===== src/rtl/core/fsch_pkg.sv =====
// Shared types, codes and constants of the free-space class histogram.
package fsch_pkg;

	localparam int FREE_W          = 16;
	localparam int DIV_W           = FREE_W - 1;
	localparam int CNT_W           = 17;
	localparam int PAGE_W          = 16;
	localparam int CLASS_SIZE_W    = 15;
	localparam int CLASS_COUNT_W   = 7;
	localparam int CFG_DATA_W      = 15;
	localparam int S_TDATA_W       = 48;
	localparam int M_TDATA_W       = 40;
	localparam int DEF_MAX_CLASSES = 64;
	localparam int DEF_PAGE_ID_BITS = 16;

	localparam logic [CNT_W-1:0]         CNT_MAX            = '1;
	localparam logic [CLASS_SIZE_W-1:0]  CLASS_SIZE_RESET   = 15'd64;
	localparam logic [CLASS_COUNT_W-1:0] CLASS_COUNT_RESET  = 7'd64;

	typedef enum logic {
		OP_UPDATE = 1'b0,
		OP_QUERY  = 1'b1
	} op_t;

	typedef enum logic [1:0] {
		STAT_FOUND = 2'd0,
		STAT_NOWIT = 2'd1,
		STAT_NONE  = 2'd2,
		STAT_UPD   = 2'd3
	} stat_t;

	typedef enum logic {
		REG_CLASS_SIZE  = 1'b0,
		REG_CLASS_COUNT = 1'b1
	} cfg_reg_t;

	typedef enum logic [2:0] {
		ST_IDLE,
		ST_PREP,
		ST_DIV,
		ST_RD,
		ST_WB,
		ST_SCAN,
		ST_DONE
	} fsm_t;

	typedef struct packed {
		logic             start;
		logic [DIV_W-1:0] dividend;
		logic [DIV_W-1:0] divisor;
	} div_req_t;

	typedef struct packed {
		logic             done;
		logic [DIV_W-1:0] quot;
	} div_rsp_t;

endpackage


===== src/rtl/core/free_space_class_histogram_unit.sv =====
// Update: one class lookup for each side (old, new) whose free space is not negative, none with
// both absent; a lookup is a division on the shared 15-step divider, a RAM read and a write-back.
// Query: scans classes from the divided start (fewer than MAX_CLASSES of them), or from class 0
// with no division for a negative wanted space (at most MAX_CLASSES).
// One item in flight; the next is taken the cycle after the result is loaded.
// Reset clears counts, witness valid bits, page total, state and output valid; config back to 64.
module free_space_class_histogram_unit import fsch_pkg::*; #(
	parameter int MAX_CLASSES  = DEF_MAX_CLASSES,
	parameter int PAGE_ID_BITS = DEF_PAGE_ID_BITS
) (
	input  logic                  clk,
	input  logic                  arst_n,
	input  logic                  cfg_valid,
	output logic                  cfg_ready,
	input  logic [0:0]            cfg_index,
	input  logic [CFG_DATA_W-1:0] cfg_data,
	input  logic                  s_tvalid,
	output logic                  s_tready,
	input  logic [S_TDATA_W-1:0]  s_tdata,   // page_id[15:0], old_free[31:16], free_space[47:32]
	input  logic [0:0]            s_tuser,   // operation[0]
	output logic                  m_tvalid,
	input  logic                  m_tready,
	output logic [M_TDATA_W-1:0]  m_tdata,   // witness_page[15:0], pages_tracked[32:16], zero pad
	output logic [1:0]            m_tuser    // status[1:0]
);

	localparam int CLS_W = $clog2(MAX_CLASSES);
	localparam int NW    = CLS_W + 1;

	fsm_t state_q, state_d;

	logic [CLASS_SIZE_W-1:0]  class_size_q;
	logic [CLASS_COUNT_W-1:0] class_count_q;

	op_t               op_q;
	logic [PAGE_ID_BITS-1:0] id_q;
	logic [FREE_W-1:0] old_q;
	logic [FREE_W-1:0] new_q;
	logic              phase_new_q;
	logic              div_use_new;
	logic [CLS_W-1:0]  loc_q;
	logic [NW-1:0]     scan_q;
	logic              scan_more;
	logic              chk_live_s1;
	logic [CLS_W-1:0]  raddr_s1;
	logic              found_q;
	logic              have_q;
	logic [PAGE_ID_BITS-1:0] wpage_q;
	logic [CNT_W-1:0]  pages_q;

	logic [MAX_CLASSES-1:0] cnt_vld_q;
	logic [MAX_CLASSES-1:0] wit_vld_q;

	logic              m_tvalid_q;
	stat_t             m_status_q;
	logic [PAGE_W-1:0] m_wit_q;
	logic [CNT_W-1:0]  m_pages_q;
	logic              out_load;

	logic [NW-1:0]     n_eff;
	logic [CLS_W-1:0]  top_c;
	logic [CLS_W-1:0]  cls_upd;
	logic [CLS_W-1:0]  cls_start;
	logic              at_top;

	div_req_t div_req;
	div_rsp_t div_rsp;

	logic [CLS_W-1:0]        ram_raddr;
	logic [CNT_W-1:0]        cnt_rd;
	logic [PAGE_ID_BITS-1:0] wit_rd;
	logic [CNT_W-1:0]        cnt_eff;
	logic                    wit_ok;
	logic                    hit;
	logic                    cnt_we;
	logic [CNT_W-1:0]        cnt_wd;
	logic                    wit_we;

	// effective class count, clamped to 1..MAX_CLASSES
	always_comb begin
		if (class_count_q == '0) begin
			n_eff = NW'(1);
		end else if (32'(class_count_q) > MAX_CLASSES) begin
			n_eff = NW'(MAX_CLASSES);
		end else begin
			n_eff = NW'(class_count_q);
		end
	end

	assign top_c     = CLS_W'(n_eff - NW'(1));
	assign at_top    = div_rsp.quot >= DIV_W'(top_c);
	assign cls_upd   = at_top ? top_c : CLS_W'(div_rsp.quot);
	assign cls_start = at_top ? top_c : CLS_W'(div_rsp.quot) + 1'b1;
	assign scan_more = scan_q < n_eff;

	assign ram_raddr = (state_q == ST_SCAN) ? scan_q[CLS_W-1:0] : loc_q;
	assign cnt_eff   = cnt_vld_q[raddr_s1] ? cnt_rd : '0;
	assign wit_ok    = wit_vld_q[raddr_s1];
	assign hit       = chk_live_s1 && (cnt_eff != '0) && wit_ok;

	assign cnt_we = state_q == ST_WB;
	assign wit_we = (state_q == ST_WB) && phase_new_q;
	always_comb begin
		if (phase_new_q) begin
			cnt_wd = (cnt_eff == CNT_MAX) ? cnt_eff : cnt_eff + 1'b1;
		end else begin
			cnt_wd = (cnt_eff == '0) ? cnt_eff : cnt_eff - 1'b1;
		end
	end

	fsch_div u_div (
		.clk    (clk),
		.arst_n (arst_n),
		.req    (div_req),
		.rsp    (div_rsp)
	);

	fsch_ram #(
		.WIDTH (CNT_W),
		.DEPTH (MAX_CLASSES)
	) u_cnt_ram (
		.clk   (clk),
		.we    (cnt_we),
		.waddr (loc_q),
		.wdata (cnt_wd),
		.raddr (ram_raddr),
		.rdata (cnt_rd)
	);

	fsch_ram #(
		.WIDTH (PAGE_ID_BITS),
		.DEPTH (MAX_CLASSES)
	) u_wit_ram (
		.clk   (clk),
		.we    (wit_we),
		.waddr (loc_q),
		.wdata (id_q),
		.raddr (ram_raddr),
		.rdata (wit_rd)
	);

	always_ff @(posedge clk or negedge arst_n) begin
		if (!arst_n) begin
			state_q <= ST_IDLE;
		end else begin
			state_q <= state_d;
		end
	end

	always_comb begin
		state_d       = state_q;
		div_req.start = 1'b0;
		div_use_new   = 1'b0;
		out_load      = 1'b0;
		unique case (state_q)
			ST_IDLE: begin
				if (s_tvalid) begin
					state_d = ST_PREP;
				end
			end
			ST_PREP: begin
				if (op_q == OP_QUERY) begin
					if (new_q[FREE_W-1]) begin
						state_d = ST_SCAN;
					end else begin
						div_req.start = 1'b1;
						div_use_new   = 1'b1;
						state_d       = ST_DIV;
					end
				end else if (!old_q[FREE_W-1]) begin
					div_req.start = 1'b1;
					state_d       = ST_DIV;
				end else if (!new_q[FREE_W-1]) begin
					div_req.start = 1'b1;
					div_use_new   = 1'b1;
					state_d       = ST_DIV;
				end else begin
					state_d = ST_DONE;
				end
			end
			ST_DIV: begin
				if (div_rsp.done) begin
					state_d = (op_q == OP_QUERY) ? ST_SCAN : ST_RD;
				end
			end
			ST_RD: begin
				state_d = ST_WB;
			end
			ST_WB: begin
				if (!phase_new_q && !new_q[FREE_W-1]) begin
					div_req.start = 1'b1;
					div_use_new   = 1'b1;
					state_d       = ST_DIV;
				end else begin
					state_d = ST_DONE;
				end
			end
			ST_SCAN: begin
				if (hit || (!chk_live_s1 && !scan_more)) begin
					state_d = ST_DONE;
				end
			end
			ST_DONE: begin
				if (!m_tvalid_q || m_tready) begin
					out_load = 1'b1;
					state_d  = ST_IDLE;
				end
			end
			default: begin
				state_d = ST_IDLE;
			end
		endcase
		div_req.divisor  = (class_size_q == '0) ? DIV_W'(1) : DIV_W'(class_size_q);
		div_req.dividend = div_use_new ? new_q[DIV_W-1:0] : old_q[DIV_W-1:0];
	end

	assign s_tready  = state_q == ST_IDLE;
	assign cfg_ready = 1'b1;

	always_ff @(posedge clk or negedge arst_n) begin
		if (!arst_n) begin
			class_size_q  <= CLASS_SIZE_RESET;
			class_count_q <= CLASS_COUNT_RESET;
		end else if (cfg_valid) begin
			unique case (cfg_reg_t'(cfg_index))
				REG_CLASS_SIZE:  class_size_q  <= cfg_data[CLASS_SIZE_W-1:0];
				REG_CLASS_COUNT: class_count_q <= cfg_data[CLASS_COUNT_W-1:0];
			endcase
		end
	end

	// item capture and class bookkeeping
	always_ff @(posedge clk or negedge arst_n) begin
		if (!arst_n) begin
			phase_new_q <= 1'b0;
			chk_live_s1 <= 1'b0;
			found_q     <= 1'b0;
			have_q      <= 1'b0;
			pages_q     <= '0;
			cnt_vld_q   <= '0;
			wit_vld_q   <= '0;
			scan_q      <= '0;
		end else begin
			if (div_req.start) begin
				phase_new_q <= div_use_new;
			end
			chk_live_s1 <= 1'b0;
			unique case (state_q)
				ST_PREP: begin
					found_q <= 1'b0;
					have_q  <= 1'b0;
					scan_q  <= '0;
				end
				ST_DIV: begin
					if (div_rsp.done) begin
						scan_q <= {1'b0, cls_start};
					end
				end
				ST_WB: begin
					cnt_vld_q[loc_q] <= 1'b1;
					if (phase_new_q) begin
						wit_vld_q[loc_q] <= 1'b1;
						if (pages_q != CNT_MAX) begin
							pages_q <= pages_q + 1'b1;
						end
					end else begin
						if (wit_ok && (wit_rd == id_q)) begin
							wit_vld_q[loc_q] <= 1'b0;
						end
						if (pages_q != '0) begin
							pages_q <= pages_q - 1'b1;
						end
					end
				end
				ST_SCAN: begin
					if (scan_more && !hit) begin
						scan_q      <= scan_q + 1'b1;
						chk_live_s1 <= 1'b1;
					end
					if (chk_live_s1 && (cnt_eff != '0)) begin
						found_q <= 1'b1;
					end
					if (hit) begin
						have_q <= 1'b1;
					end
				end
				default: begin
				end
			endcase
		end
	end

	always_ff @(posedge clk) begin
		raddr_s1 <= ram_raddr;
		if (s_tvalid && s_tready) begin
			op_q  <= op_t'(s_tuser[0]);
			id_q  <= PAGE_ID_BITS'(s_tdata[PAGE_W-1:0]);
			old_q <= s_tdata[PAGE_W+FREE_W-1:PAGE_W];
			new_q <= s_tdata[PAGE_W+2*FREE_W-1:PAGE_W+FREE_W];
		end
		if ((state_q == ST_DIV) && div_rsp.done) begin
			loc_q <= cls_upd;
		end
		if (hit) begin
			wpage_q <= wit_rd;
		end
	end

	// output register
	always_ff @(posedge clk or negedge arst_n) begin
		if (!arst_n) begin
			m_tvalid_q <= 1'b0;
		end else if (out_load) begin
			m_tvalid_q <= 1'b1;
		end else if (m_tready) begin
			m_tvalid_q <= 1'b0;
		end
	end

	always_ff @(posedge clk) begin
		if (out_load) begin
			m_pages_q <= pages_q;
			if (op_q == OP_UPDATE) begin
				m_status_q <= STAT_UPD;
				m_wit_q    <= '0;
			end else if (have_q) begin
				m_status_q <= STAT_FOUND;
				m_wit_q    <= PAGE_W'(wpage_q);
			end else begin
				m_status_q <= found_q ? STAT_NOWIT : STAT_NONE;
				m_wit_q    <= '0;
			end
		end
	end

	assign m_tvalid = m_tvalid_q;
	assign m_tuser  = m_status_q;
	assign m_tdata  = {(M_TDATA_W - PAGE_W - CNT_W)'(0), m_pages_q, m_wit_q};

	a_scan_in_range: assert property (@(posedge clk) disable iff (!arst_n)
		chk_live_s1 |-> ({1'b0, raddr_s1} < n_eff))
		else $error("scan checked a class beyond the class count");

	a_update_no_witness: assert property (@(posedge clk) disable iff (!arst_n)
		(m_tvalid && (m_tuser == STAT_UPD)) |-> (m_tdata[PAGE_W-1:0] == '0))
		else $error("update result carries a witness page");

	a_one_item: assert property (@(posedge clk) disable iff (!arst_n)
		(s_tvalid && s_tready) |=> !s_tready)
		else $error("second item taken while one is in flight");

	a_div_owned: assert property (@(posedge clk) disable iff (!arst_n)
		div_rsp.done |-> (state_q == ST_DIV))
		else $error("divider finished outside a class lookup");

	a_wb_after_rd: assert property (@(posedge clk) disable iff (!arst_n)
		(state_q == ST_WB) |-> ($past(state_q) == ST_RD))
		else $error("write-back without a fresh RAM read");

endmodule


===== src/rtl/core/fsch_ram.sv =====
// Generic single-write, single-read RAM with registered read data.
module fsch_ram #(
	parameter int WIDTH = 8,
	parameter int DEPTH = 64
) (
	input  logic                     clk,
	input  logic                     we,
	input  logic [$clog2(DEPTH)-1:0] waddr,
	input  logic [WIDTH-1:0]         wdata,
	input  logic [$clog2(DEPTH)-1:0] raddr,
	output logic [WIDTH-1:0]         rdata
);

	logic [WIDTH-1:0] mem [DEPTH];

	always_ff @(posedge clk) begin
		if (we) begin
			mem[waddr] <= wdata;
		end
		rdata <= mem[raddr];
	end

endmodule


===== src/rtl/core/fsch_div.sv =====
// Restoring divider, one quotient bit per cycle, used for every class lookup.
module fsch_div import fsch_pkg::*; (
	input  logic     clk,
	input  logic     arst_n,
	input  div_req_t req,
	output div_rsp_t rsp
);

	localparam int CW = $clog2(DIV_W);

	logic [DIV_W-1:0] rem_q;
	logic [DIV_W-1:0] dq_q;
	logic [DIV_W-1:0] dvs_q;
	logic [CW-1:0]    cnt_q;
	logic             busy_q;
	logic             done_q;
	logic [DIV_W:0]   shifted;
	logic [DIV_W:0]   diff;
	logic             take;

	assign shifted = {rem_q, dq_q[DIV_W-1]};
	assign take    = shifted >= {1'b0, dvs_q};
	assign diff    = shifted - {1'b0, dvs_q};

	always_ff @(posedge clk or negedge arst_n) begin
		if (!arst_n) begin
			busy_q <= 1'b0;
			done_q <= 1'b0;
			cnt_q  <= '0;
		end else begin
			done_q <= 1'b0;
			if (req.start) begin
				busy_q <= 1'b1;
				cnt_q  <= '0;
			end else if (busy_q) begin
				if (cnt_q == CW'(DIV_W - 1)) begin
					busy_q <= 1'b0;
					done_q <= 1'b1;
				end else begin
					cnt_q <= cnt_q + 1'b1;
				end
			end
		end
	end

	always_ff @(posedge clk) begin
		if (req.start) begin
			rem_q <= '0;
			dq_q  <= req.dividend;
			dvs_q <= req.divisor;
		end else if (busy_q) begin
			rem_q <= take ? diff[DIV_W-1:0] : shifted[DIV_W-1:0];
			dq_q  <= {dq_q[DIV_W-2:0], take};
		end
	end

	assign rsp.done = done_q;
	assign rsp.quot = dq_q;

endmodule

===== config.mk =====
export PLATFORM = sky130hd
export DESIGN_NAME = free_space_class_histogram_unit
export DESIGN_NICKNAME = d
export VERILOG_FILES = /design/src/rtl/core/fsch_pkg.sv /design/src/rtl/core/free_space_class_histogram_unit.sv /design/src/rtl/core/fsch_ram.sv /design/src/rtl/core/fsch_div.sv
export SDC_FILE = /design/constraint.sdc
export NUM_CORES = 2
export LEC_CHECK = 0
export ABC_CLOCK_PERIOD_IN_PS = 7200
export BUFFER_PORTS_ARGS = -buffer_cell sky130_fd_sc_hd__clkbuf_2
export CAP_MARGIN = 10
export CORE_MARGIN = 3
export CORE_UTILIZATION = 35
export CTS_CLUSTER_DIAMETER = 150
export CTS_CLUSTER_SIZE = 12
export DETAILED_ROUTE_END_ITERATION = 12
export PLACE_DENSITY = 0.57
export SLEW_MARGIN = 30
export SYNTH_ARGS = -nofsm -noshare
export SYNTH_HDL_FRONTEND = slang
export SYNTH_SLANG_ARGS = --single-unit

===== constraint.sdc =====
create_clock -name clk -period 7.2 [get_ports clk]
set_input_delay 0.72 -clock clk [delete_from_list [all_inputs] [get_ports clk]]
set_output_delay 0.72 -clock clk [all_outputs]
set_load 0.005 [all_outputs]

## Yosys cells after proc, flatten, opt, wreduce, memory -nomap -nowiden

Memories as Yosys holds them, arrays and structs flattened. A register that Yosys moved wholly into a read port is not among the register bits.
Index checks and enable logic that the tools add are counted.

- Flip-flop bits (word level): 345
- Bits in writable memories: 2112
- Word-level logic and storage cells: 181
- Memories: 2

Memories:

| name | depth | width | read ports | clocked after memory_dff | write ports | line | text |
|---|---|---|---|---|---|---|---|
| u_cnt_ram.mem | 64 | 17 | 1 | 1 | 1 | fsch_ram.sv:14 | `logic [WIDTH-1:0] mem [DEPTH];` |
| u_wit_ram.mem | 64 | 16 | 1 | 1 | 1 | fsch_ram.sv:14 |  |

- Add/sub/neg operators: 9
- Magnitude comparators: 7
- Equality and inequality tests: 19
- Mux-type cells: 71
- Bitwise gates (word level): 5
- Reductions and logical operators: 40

Operator list:

| cell | count |
|---|---|
| two-way mux 64 bit | 2 |
| bitwise OR 64 bit | 2 |
| two-way mux 17 bit | 7 |
| AND 64 bit | 1 |
| inverter 64 bit | 1 |
| two-way mux 15 bit | 4 |
| adder 17 x 1 -> 17 bit, second input constant | 2 |
| nonzero test 17 bit | 2 |
| subtractor 17 x 1 -> 17 bit, second input constant | 2 |
| two-way mux 3 bit | 10 |
| two-way mux 7 bit | 4 |
| two-way mux 1 bit | 27 |
| case mux 3 bit (7 select lines) | 1 |
| case mux 7 bit (3 select lines) | 1 |
| two-way mux 6 bit | 3 |
| equality test 17 bit, second input constant | 1 |
| zero test 17 bit | 1 |
| inequality test 17 bit, second input constant | 1 |
| equality test 16 bit | 1 |
| >= comparator 16 x 15 -> 1 bit | 1 |
| >= comparator 15 x 6 -> 1 bit | 1 |
| zero test 15 bit | 1 |
| subtractor 15 bit | 1 |
| < comparator 6 x 7 -> 1 bit, second input constant | 2 |
| 29 further kinds | 72 |

## Logic depth before layout (Yosys ltp)

- Word-level depth: 10
- Gate-level depth with buffers: 20

## Cells and area by module

A second synthesis with hierarchy kept.

- Cell total of the unflattened synthesis: 5311
- Area total of the unflattened synthesis: 100010.9 um^2

By module, submodules not included:

| module | instances | cells an instance | area each (um^2) |
|---|---|---|---|
| fsch_ram at u_cnt_ram | 1 | 1953 | 42344.4 |
| fsch_ram at u_wit_ram | 1 | 1829 | 40042.2 |
| free_space_class_histogram_unit | 1 | 1280 | 14860.5 |
| fsch_div | 1 | 249 | 2763.9 |

## Worst setup path after synthesis

OpenSTA, ideal clock, no wires.

- Kind: reg2reg
- Start point: reg raddr_s1[0]
- End point: mem u_cnt_ram.mem[0][10] (netlist name), data pin
- Data arrival time: 5.388 ns
- Required time: 6.499 ns
- Setup slack: 1.110 ns
- Cell stages (with the launch flop): 15
- Path buffers: 3
- Period minus slack after synthesis: 6.090 ns
- Path through: dfxtp_1 > buf_6 > mux4_1 > nor3_1 > a311oi_1 > and3_1 > or2_4 > buf_4 > buf_4 > nand2_1 > ha_1 > o221ai_2 > nand2_2 > nor3_1 > o21ai_0

- Word-level cells in the longest chain between the ends: 6

Ends and longest elaborated chain:

| element | line | text |
|---|---|---|
| start, declared | free_space_class_histogram_unit.sv:45 | `logic [CLS_W-1:0] raddr_s1;` |
| start signal, assigned | free_space_class_histogram_unit.sv:294 | `raddr_s1 <= ram_raddr;` |
| binary-select mux 1 bit (select 6 bit) (*) | free_space_class_histogram_unit.sv:97 | `assign cnt_eff = cnt_vld_q[raddr_s1] ? cnt_rd : '0;` |
| two-way mux 1 bit (implied by the code) (*) | free_space_class_histogram_unit.sv:97 |  |
| two-way mux 17 bit (*) | free_space_class_histogram_unit.sv:97 |  |
| subtractor 17 x 1 -> 17 bit (tied with other cells) | free_space_class_histogram_unit.sv:107 | `cnt_wd = (cnt_eff == '0) ? cnt_eff : cnt_eff - 1'b1;` |
| two-way mux 17 bit, on equally long branches | free_space_class_histogram_unit.sv:107, free_space_class_histogram_unit.sv:105 |  |
| two-way mux 17 bit (*) | free_space_class_histogram_unit.sv:104 | `if (phase_new_q) begin` |
| net cnt_wd[10] | free_space_class_histogram_unit.sv:76 | `logic [CNT_W-1:0] cnt_wd;` |
| end, declared | fsch_ram.sv:14 |  |

The timed path passes the listed nets; every way through them passes the cells marked *. The select of a mux whose other input is x is not followed.

## Final worst setup path

- Start point: reg raddr_s1[2]
- End point: mem u_cnt_ram.mem[10][9] (netlist name), data pin

The elaborated chain is that of the path after synthesis.

==> results.yml <==
status:
  outcome: "completed"
floorplanning:
  fp.dieW_um: 545.5
  dieArea_mm2: 0.2976
  die_h_um: 545.5
  core-area_mm2: 0.2889
  io-pin-count: 115
  num_rows: 197
  start_util: 0.3527
logic_synthesis:
  ys_seq_elements: 2490
  seq_area_frac_synth: 0.7194
  synth-main-ff-cell: "edfxtp_1"
  synth-async-reset-ratio: 0.07550
  ys_warn_count: 0
  synth_area_mm2: 0.1019
  synth.avg_cell_area_um2: 13.27
  netlist_instances: 7680
  yosys.cell_types.count: 85
  synth_edf_count: 2248
power_and_ir_drop:
  leakage_nw: 40.30
  netSwitchingFraction: 0.3049
  p_comb_frac: 0.223
  clock_power_share: 0.291
  power.density_mw_per_mm2: 329.8
  peakVddDrop_mv: 0.3914
  p_sw_w: 0.01168
  intPower_w: 0.02662
  seqPwrFrac: 0.486
clock_network:
  htree_levels: 4
  clock_latency_ns: 0.93
  ctsResizeCount: 0
  root_buffer: "clkbuf_16"
  ctsLongestPathBuffers: 4
  holdBufCountCts: 58
  cts_made_buffers: 233
  cts_setup_buffers: 0
  cts_tree: "done"
  path_clk_slew_ns: 0.06
  clock_sinks: 2490
worst_hold_path:
  hold_class: "primary input to register"
route:
  drt_wl_total_um: 295900
  drt_iter0_drc: 8154
  drt_pre_antenna_iters: 8
  antenna_left: 0
  drc: 0
  viasPerCell: 5.564
  via_count: 65671
  wl_per_cell_um: 25.07
finish:
  instances_no_fill: 11803
  drive_gt1_frac: 0.1192
  syn_to_final_growth_pct: 13.97
  final_common_cell: "edfxtp_1"
  layout_common_cells: "edfxtp_1 (2248), nand2_1 (1971), nand3_1 (641)"
  num-nets-final: 7919
sta:
  fin_crit_ns: 6.266
  setup_viol: 0
  hold_slack_ns: 0.08191
  relSlewSlack: 0.2921
  skew_ns: 0.08671
  period_share: 0.8703
  finalSetupTns_ns: 0
  max_freq_mhz: 159.6
  rsz0062_at_grt: "false"
  worstMarginPinSlew_ns: 1.059
  finalHoldViolCount: 0
  slew_violations: 0
setup_path:
  setup.worst_path.end_class: "register"
  worstSetupPathType: "register to register"
  worstPathRequired_ns: 7.84
  cp_max_fo: 33
  worstSetupStartpointType: "register"
  critical_path_arrival_ns: 6.91
global_route:
  grt_max_degree: 155
  grt_pass1_vias: 63091
  antenna_found_initial: 11
  grt_pass1_wl_um: 432400
  grtUsageTotal: 0.1917
  gr-total-overflow: 0
placement:
  port_buffers: 106
  gp_congestion: 0.8192
  dp.cells: 11379
  dpl.hpwl_um: 162800
run:
  maxCapViolCount: 0
-- power by group through the flow --
stage / Sequential (W) / Clock, W / Combinational (W)
after floorplan: 0.0188 / 0 / 0.00536
after global placement: 0.0189 / 0 / 0.00815
after detailed placement: 0.0189 / 0 / 0.00841
after CTS: 0.0186 / 0.0113 / 0.00846
after global routing: 0.0187 / 0.0119 / 0.00929
final: 0.0186 / 0.0112 / 0.00853
-- area by class of cell --
class	count	area, um^2
Tap cell	3880	4855
Timing Repair Buffer	417	4061
Fill cell	26537	172800
Multi-Input combinational cell	4604	27250
Inverter	54	230.2
Sequential cell	2490	73300
Antenna cell	9	22.52
Clock buffer	343	6307
Clock inverter	6	93.84
-- final timing paths --
check	from	endpoint	slack, ns	cells past startpoint
max in group asynchronous	arst_n	asynchronous set/reset pin	5.72	3
min reg2reg	u_wit_ram.rdata[4]	wpage_q[4]	0.46	0
max	raddr_s1[2]	u_cnt_ram.mem[10][9]	0.93	14
min in group asynchronous	arst_n	cnt_vld_q[56]	0.35	2
max reg2reg	raddr_s1[2]	u_cnt_ram.mem[10][9]	0.93	14
min	cfg_data[3]	class_count_q[3]	0.08	2
-- flip-flops by register name, summed over array words and instances, names as in the netlist, 2 cells and up, named ones only --
register         cells
class_count_q        7
class_size_q        15
cnt_vld_q           64
id_q                16
loc_q                6
m_pages_q           17
m_tuser              2
m_wit_q             16
new_q               16
old_q               16
pages_q             17
raddr_s1             6
scan_q               7
state_q              3
u_cnt_ram.mem     1088
u_cnt_ram.rdata     17
u_div.cnt_q          4
u_div.dq_q          15
u_div.dvs_q         15
u_div.rem_q         15
u_wit_ram.mem     1024
u_wit_ram.rdata     16
wpage_q             16
-- critical path: stages, from the launching register on --
cell and delay (ns):
dfxtp_2 0.74, mux2i_1 0.17, mux4_2 0.48, a311oi_1 0.57, and3_1 0.32, or2_4 0.36, nand2_1 0.27, inv_1 0.13
ha_1 0.21, nand4_1 0.18, nor3_1 0.60, nor2_1 0.29, a32oi_2 0.54, xor2_4 0.67, buf_4 0.42
-- routing by layer --
layer	share of wire	global-route usage	wire length [um]
met2	0.46	0.2980	134900
met3	0.074	0.02550	21840
met1	0.44	0.2821	131300
met5	0	0	0
met4	0.027	0.05245	7874
-- cells in the mapped netlist (12+ instances only) --
master	number	area, um^2
a21oi_1	57	285.3
a22oi_1	14	105.1
a2bb2oi_1	66	578.1
a311oi_1	400	3503
a31oi_1	16	100.1
and3_1	261	1633
buf_1	64	240.2
buf_2	76	380.4
clkbuf_1	381	1430
dfrtp_1	186	4654
dfxtp_1	54	1081
edfxtp_1	2248	67500
ha_1	47	588.1
inv_1	48	180.2
mux2_2	38	427.9
mux2i_1	192	1922
mux4_2	48	1081
nand2_1	1971	7398
nand2b_1	12	75.07
nand3_1	643	3218
nand4_1	14	87.58
nor2_1	222	833.3
nor2b_1	16	100.1
nor3_1	139	695.7
nor4_1	19	118.9
o21ai_0	43	215.2
o311ai_0	69	604.3
o31a_1	38	332.8
or2_2	69	431.7
or3_1	13	81.33
xnor2_1	25	219.0
xor2_1	26	227.7
-- logic make-up after synthesis --
group	Yosys count	share of synthesized area
fa+ha+maj	49	0.006165
simple gates	3415	0.1467
other cells	2	0.00007371
compound gates	793	0.06370
buf+inv	592	0.02368
flops	2490	0.7194
xor+xnor	51	0.004384
mux	288	0.03591
-- metrics by stage --
stage / setup WS [ns] / util / total power, W / instance area (um^2)
floorplan: 1.110 / - / 0.02416 / 101900
global placement: 1.018 / 0.3736 / 0.02704 / 107900
detailed placement: 1.131 / 0.3769 / 0.02731 / 108900
CTS: 1.071 / 0.4011 / 0.03841 / 115900
global route: 0.4726 / 0.4019 / 0.03989 / 116100
finish: 0.9339 / 0.4020 / 0.03830 / 116100
Note: power is estimated with default switching activity, not from simulation.
